$ cat src/rtl/sparse_context_bit_predictor_assert.svh
// assertion macros for the sparse context bit predictor
`ifndef SPARSE_CONTEXT_BIT_PREDICTOR_ASSERT_SVH
`define SPARSE_CONTEXT_BIT_PREDICTOR_ASSERT_SVH

// same-cycle implication
`define SCP_ASSERT_NOW(lbl, ant, cons, msg) \
  lbl: assert property (@(posedge clk) disable iff (rst) (ant) |-> (cons)) else $error(msg);

// next-cycle implication
`define SCP_ASSERT_NEXT(lbl, ant, cons, msg) \
  lbl: assert property (@(posedge clk) disable iff (rst) (ant) |=> (cons)) else $error(msg);

`endif

$ cat src/rtl/scp_pkg.sv
package scp_pkg;

  localparam int WINDOW      = 4096;
  localparam int MODEL_COUNT = 8;
  localparam int CTX_BACK    = 3;
  localparam int AW          = $clog2(WINDOW);
  localparam int BS_W        = AW + 1;
  localparam int CNT_W       = AW;
  localparam int SHIFT_MAX   = 7;
  localparam int WT_W        = CNT_W + SHIFT_MAX;
  localparam int TOT_W       = 19;
  localparam int ACC_W       = WT_W + 4;
  localparam logic [ACC_W-1:0] TOTAL_MAX = ACC_W'(262155);
  localparam logic [9:0] BASE_RESET  = 10'd11;
  localparam logic [2:0] BOOST_RESET = 3'd3;

  typedef struct packed {
    logic       clr;
    logic       upd;
    logic       p;
    logic [2:0] eq;
    logic [2:0] sel;
  } scp_ctl_t;

endpackage

$ cat src/rtl/scp_lanes.sv
module scp_lanes (
  input  logic                     clk,
  input  logic                     rst,
  input  scp_pkg::scp_ctl_t        ctl,
  input  logic [2:0]               boost_shift,
  output logic [scp_pkg::WT_W-1:0] w0,
  output logic [scp_pkg::WT_W-1:0] w1
);
  logic [scp_pkg::CNT_W-1:0] c0 [scp_pkg::MODEL_COUNT];
  logic [scp_pkg::CNT_W-1:0] c1 [scp_pkg::MODEL_COUNT];
  logic [scp_pkg::CNT_W-1:0] s0, s1;
  logic [2:0]                sh;

  for (genvar m = 0; m < scp_pkg::MODEL_COUNT; m++) begin : g_lane
    localparam logic [2:0] MB = 3'(m);
    logic match;
    assign match = &(~MB | ctl.eq);
    always_ff @(posedge clk) begin
      if (rst || ctl.clr) begin
        c0[m] <= '0;
        c1[m] <= '0;
      end else if (ctl.upd && match) begin
        if (ctl.p) begin
          c1[m] <= c1[m] + 1'b1;
          if (c0[m] > scp_pkg::CNT_W'(1)) c0[m] <= c0[m] >> 1;
        end else begin
          c0[m] <= c0[m] + 1'b1;
          if (c1[m] > scp_pkg::CNT_W'(1)) c1[m] <= c1[m] >> 1;
        end
      end
    end
  end

  // weighted counts of one model per cycle
  always_comb begin
    s0 = c0[ctl.sel];
    s1 = c1[ctl.sel];
    sh = (s0 == '0 || s1 == '0) ? boost_shift : 3'd0;
  end

  always_ff @(posedge clk) begin
    w0 <= scp_pkg::WT_W'(s0) << sh;
    w1 <= scp_pkg::WT_W'(s1) << sh;
  end
endmodule

$ cat config.mk
export PLATFORM = sky130hd
export DESIGN_NAME = scp_lanes
export DESIGN_NICKNAME = d
export VERILOG_FILES = /design/src/rtl/sparse_context_bit_predictor_assert.svh /design/src/rtl/scp_pkg.sv /design/src/rtl/scp_lanes.sv
export SDC_FILE = /design/constraint.sdc
export NUM_CORES = 1
export LEC_CHECK = 0
export BUFFER_PORTS_ARGS = -buffer_cell sky130_fd_sc_hd__buf_4
export CORE_ASPECT_RATIO = 0.9
export CORE_MARGIN = 2
export CORE_UTILIZATION = 45
export DETAILED_ROUTE_END_ITERATION = 7
export SLEW_MARGIN = 30
export SYNTH_ARGS = -nofsm -noshare
export SYNTH_HDL_FRONTEND = slang
export SYNTH_SLANG_ARGS = --single-unit
$ cat constraint.sdc
create_clock -name clk -period 8.3 [get_ports clk]
set_clock_uncertainty 0.05 [all_clocks]
set_input_delay 2.49 -clock clk [delete_from_list [all_inputs] [get_ports clk]]
set_output_delay 2.49 -clock clk [all_outputs]
set_load 0.005 [all_outputs]
# After elaboration in Yosys (flattened, before gate mapping)
# Memories as Yosys holds them, arrays and structs flattened.
# Cells that the tools add are included.
[classes]
n_addsub = 16
n_lt_le_gt_ge = 16
shifts = 2
muxes = 165
bitwise = 32
n_reduce_logical = 15
[ops]
columns = ["cell", "n"]
rows = [
  ["$mux W12", 32],
  ["$add A12 B1 Y12 const B", 16],
  ["$gt A12 B1 Y1 const B", 16],
  ["$mux W1", 132],
  ["$shl A12 B3 Y19", 2],
  ["$or A1 B1 Y1", 32],
  ["$logic_not A12 Y1", 2],
  ["$logic_and A1 B1 Y1", 7],
  ["$reduce_and A2 Y1", 3],
  ["$mux W3", 1],
  ["$reduce_and A3 Y1", 1],
  ["$logic_or A1 B1 Y1", 2],
]
[word_totals]
ff_bits = 38
ram_bits = 192
elab_cells = 250
mem_count = 2
[mem_list]
columns = ["name", "words", "width", "rd", "rd_ports_with_merged_regs", "write_ports", "line", "rtl"]
rows = [
  ["c0", 8, 12, 9, 0, 8, "scp_lanes.sv:9", "logic [scp_pkg::CNT_W-1:0] c0 [scp_pkg::MODEL_COUNT];"],
  ["c1", 8, 12, 9, 0, 8, "scp_lanes.sv:10", "logic [scp_pkg::CNT_W-1:0] c1 [scp_pkg::MODEL_COUNT];"],
]

# Logic depth before layout (Yosys ltp)
# An unclocked memory read counts as a cell.
[depth]
ltp_word = 9
ltp_mapped = 15

# Least setup slack after synthesis
# OpenSTA, ideal clock, no wires.
[synth_timing]
path_kind = "input to register"
startpoint = "input ctl[0] (netlist name)"
endpoint = "register w0[13] (netlist name)"
setup_ns = 0.057
arrival_time_ns = 5.273
t_required_ns = 8.193
slack_ns = 2.920
cell_stages = 11
n_path_buf = 3
cell_sequence = "buf_2 buf_2 mux4_2 mux2i_4 nand4_1 or4_4 o32a_1 buf_6 mux2_4 a221oi_2 a21o_1"
[synth_via]
elab_chain_len = 5
word_cells_on_any_way = 7
[synth_lines]
columns = ["item", "line", "rtl"]
rows = [
  ["start, declared", "scp_lanes.sv:4", "input scp_pkg::scp_ctl_t ctl,"],
  ["$mem_v2 Z8 W12 (on tied branches)", "n/a", ""],
  ["$logic_not A12 Y1", "scp_lanes.sv:38", "sh = (s0 == '0 || s1 == '0) ? boost_shift : 3'd0;"],
  ["$logic_or A1 B1 Y1", "scp_lanes.sv:38", ""],
  ["$mux W3", "scp_lanes.sv:38", ""],
  ["$shl A12 B3 Y19 (*)", "scp_lanes.sv:42", "w0 <= scp_pkg::WT_W'(s0) << sh;"],
  ["end signal, assigned", "scp_lanes.sv:42", ""],
  ["end, declared", "scp_lanes.sv:6", "output logic [scp_pkg::WT_W-1:0] w0,"],
]
# Mark *: on every way between the ends. The rest lies on a longest branch, timed or not.

# Worst setup path in the final report
[layout_timing]
startpoint = "input ctl[2] (netlist name)"
endpoint = "register w1[10] (netlist name)"
[layout_via]
elab_chain_len = 5
word_cells_on_any_way = 7
[layout_lines]
columns = ["item", "line", "rtl"]
rows = [
  ["$mem_v2 Z8 W12 (on tied branches)", "n/a", ""],
  ["$logic_not A12 Y1", "scp_lanes.sv:38", ""],
  ["$logic_or A1 B1 Y1", "scp_lanes.sv:38", ""],
  ["$mux W3", "scp_lanes.sv:38", ""],
  ["$shl A12 B3 Y19 (*)", "scp_lanes.sv:43", "w1 <= scp_pkg::WT_W'(s1) << sh;"],
  ["end signal, assigned", "scp_lanes.sv:43", ""],
  ["end, declared", "scp_lanes.sv:7", "output logic [scp_pkg::WT_W-1:0] w1"],
]
# Marks and branches as above.

==> load_flow_metrics.sql <==
INSERT INTO impl_metrics (metric_group, metric, value, unit) VALUES
('timing', 'final_max_slew_viols', '0', ''),
('timing', 'setup_slack', '2.175', 'ns'),
('synthesis', 'syn_area_per_cell', '9.748', 'um^2'),
('clock_network', 'cts_max_path_buffers', '3', ''),
('status', 'run_status', 'completed', ''),
('power', 'power_per_cell_area', '180.7', 'nW/um^2'),
('drt', 'drtAntennaViolNets', '0', ''),
('synthesis', 'netlist_instances', '1578', ''),
('worst_setup_path', 'timing.critical_path.arrival', '6.55', 'ns'),
('die', 'io_pins', '52', ''),
('timing', 'setup_repair_after_global_routing_missed_its_margin', 'false', ''),
('timing', 'timing.final.crit_period', '6.125', 'ns'),
('synthesis', 'synth_edf_count', '192', ''),
('grt', 'tot_gr_track_use', '24.51', '%'),
('timing', 'worst-slew-pin-transition', '0.8527', 'ns'),
('die', 'floorplan.initialDensity', '45.41', '%'),
('drt', 'detail_route.first_pass.iterations', '6', ''),
('synthesis', 'synth.most_common_cell', 'nand2_1', ''),
('clock_network', 'insertion_delay', '0.57', 'ns'),
('power', 'static_leakage', '5.946', 'nW'),
('synthesis', 'synth_fp_nets', '1640', ''),
('finish', 'drive_gt1_share', '10.68', '%'),
('synthesis', 'yosys_warnings', '0', ''),
('synthesis', 'postSynth.topFlopCell', 'edfxtp_1', ''),
('grt', 'vias_in_the_first_global_route', '11250', ''),
('clock_network', 'tritoncts', 'yes', ''),
('clock_network', 'cts_resized', '0', ''),
('clock_network', 'buffer_type_at_the_clock_tree_root', 'clkbuf_16', ''),
('worst_hold_path', 'timing.hold.worst.class', 'reg2reg', ''),
('synthesis', 'yosys-top-cells-area', 'edfxtp_1, nand2_1, o21ai_0', ''),
('drt', 'route.detailed.drc', '0', ''),
('placed_design', 'detailedPlacementHpwl', '31570', 'um'),
('worst_setup_path', 'timing.reg2reg.setup_slack', '4.20', 'ns'),
('clock_network', 'cts-buffers-inserted', '28', ''),
('synthesis', 'yosys_register_bits', '230', ''),
('flow_run', 'maximum_capacitance_violations', '0', ''),
('finish', 'insertedDiodeCount', '0', ''),
('die', 'chipWidth', '198.9', 'um'),
('worst_setup_path', 'path_common_cell', 'buf_4', ''),
('worst_setup_path', 'worst-endpoint-required', '8.73', 'ns'),
('placed_design', 'port_buffers', '51', ''),
('drt', 'vias_per_cell', '6.060', ''),
('worst_setup_path', 'setup.worst_path.start_class', 'primary input', ''),
('finish', 'syn_to_final_growth', '9.606', '%'),
('grt', 'grt_antenna_before_repair', '1', ''),
('drt', 'detail_route.wl_per_cell', '21.21', 'um'),
('grt', 'wire_length_of_the_first_global_routing_pass', '67190', 'um'),
('synthesis', 'yosys.area.top_type', 'edfxtp_1', ''),
('placed_design', 'placed_cells_incl_taps', '2006', ''),
('clock_network', 'clock_tree.htree_level_count', '1', ''),
('drt', 'drt_first_iter_violations', '1666', ''),
('worst_setup_path', 'critical_path_peak_fanout', '35', ''),
('worst_setup_path', 'cells_along_the_critical_path', 'buf_4, buf_4, mux4_2, mux2i_1, o21ai_0, nor4_2, o21bai_2, buf_4, and2_1, nand2_1, o2111ai_1', ''),
('drt', 'dr_total_vias', '12450', ''),
('power', 'vdd_drop_max', '0.1420', 'mV'),
('placed_design', 'finalWeightedCongestion', '0.9356', ''),
('placed_design', 'preCtsSetupSlack', '1.649', 'ns'),
('clock_network', 'cts.clk_slew.worst_paths', '0.07', 'ns'),
('die', 'die_height', '179.4', 'um'),
('timing', 'final_hold_viol_count', '0', ''),
('worst_setup_path', 'crit_type', 'in2reg', ''),
('clock_network', 'cts_hold_buffers', '0', ''),
('worst_setup_path', 'cpMaxStageDelayCell', 'and2_1', ''),
('drt', 'detail_route.wirelength', '43570', 'um'),
('die', 'placeableCoreArea', '33870', 'um^2'),
('timing', 'timing.final.crit_share', '73.80', '%'),
('synthesis', 'syn_area', '15380', 'um^2'),
('timing', 'setup_total_negative_slack', '0', 'ns'),
('timing', 'clock.fmax', '163.3', 'MHz'),
('timing', 'setup_viol_count_final', '0', ''),
('grt', 'grt_remaining_overflow', '0', '');
worst max-delay path, delay by kind of cell:
| family | cells | cell delay [ns] |
|---|---|---|
| AO/OA/AOI/OAI | 3 | 0.63 |
| buffers and inverters | 3 | 1.24 |
| multiplexers | 2 | 0.90 |
| AND/OR/NAND/NOR | 3 | 1.26 |
stage by stage:
| step | utilization, % | instance area [um^2] | hold WS (ns) |
|---|---|---|---|
| 2_1_floorplan | - | 15380 | 0.5333 |
| 6_report | 49.77 | 16860 | 0.6104 |
| 5_1_grt | 49.77 | 16860 | 0.6469 |
| 3_3_place_gp | 47.09 | 15950 | 0.5801 |
| 3_5_place_dp | 47.13 | 15970 | 0.5927 |
| 4_1_cts | 49.77 | 16860 | 0.6058 |
registers in the layout, summed over array words and instances (netlist names):
| name | count |
|---|---|
| c0 | 96 |
| c1 | 96 |
| w0 | 19 |
| w1 | 19 |
placed cells by master (no fill, tap or decap), types with 25 or more instances in the layout:
cell,count
dfxtp_1,38
ha_1,48
inv_1,47
nand2_1,246
and3_1,45
clkbuf_16,31
nor2_1,103
xnor2_1,74
edfxtp_1,192
buf_4,57
mux2i_1,43
o21ai_0,166
nor4_1,32
mux4_2,36
nand4_1,25
nand3_1,94
xor2_1,86
layer usage:
layer / GRT usage (%) / vias up / routed length, um
met3: 4.155 / 69 / 3815
met4: 5.970 / 0 / 1004
met2: 34.28 / 575 / 17900
met5: 0 / - / 0
li1: - / 5763 / -
met1: 38.91 / 6041 / 20850
logic make-up after synthesis:
family,after synthesis,share of synthesized area [%]
muxes,97,9.932
xor gates and xnor gates,160,9.110
adders and majority gates,48,3.904
AOI/OAI and AO/OA,304,12.48
buffers and inverters,139,4.051
and+or+nand+nor,600,18.10
DFF,230,42.43
path summary, 6_finish.rpt:
path,start,endpoint,depth (start not counted)
max,ctl[2],w1[10],11
min,c0[7][8],c0[7][7],2
max reg2reg,c1[0][2],w1[10],9
min reg2reg,c0[7][8],c0[7][7],2
power breakdown:
group,switching [mW],internal [mW]
clock network,0.504,0.711
logic,0.223,0.167
registers,0.114,1.33
total,0.841,2.21
area by class of cell:
cell class / instances / area (um^2)
repair buffers: 57 / 427.9
inverters: 48 / 180.2
clock buffers: 36 / 804.5
multi-input cells: 1209 / 8253
flip-flops and latches: 230 / 6526
fillers: 3064 / 17010
well taps: 462 / 578.1
clock inverters: 12 / 90.09
(Power assumes the default switching activity.)
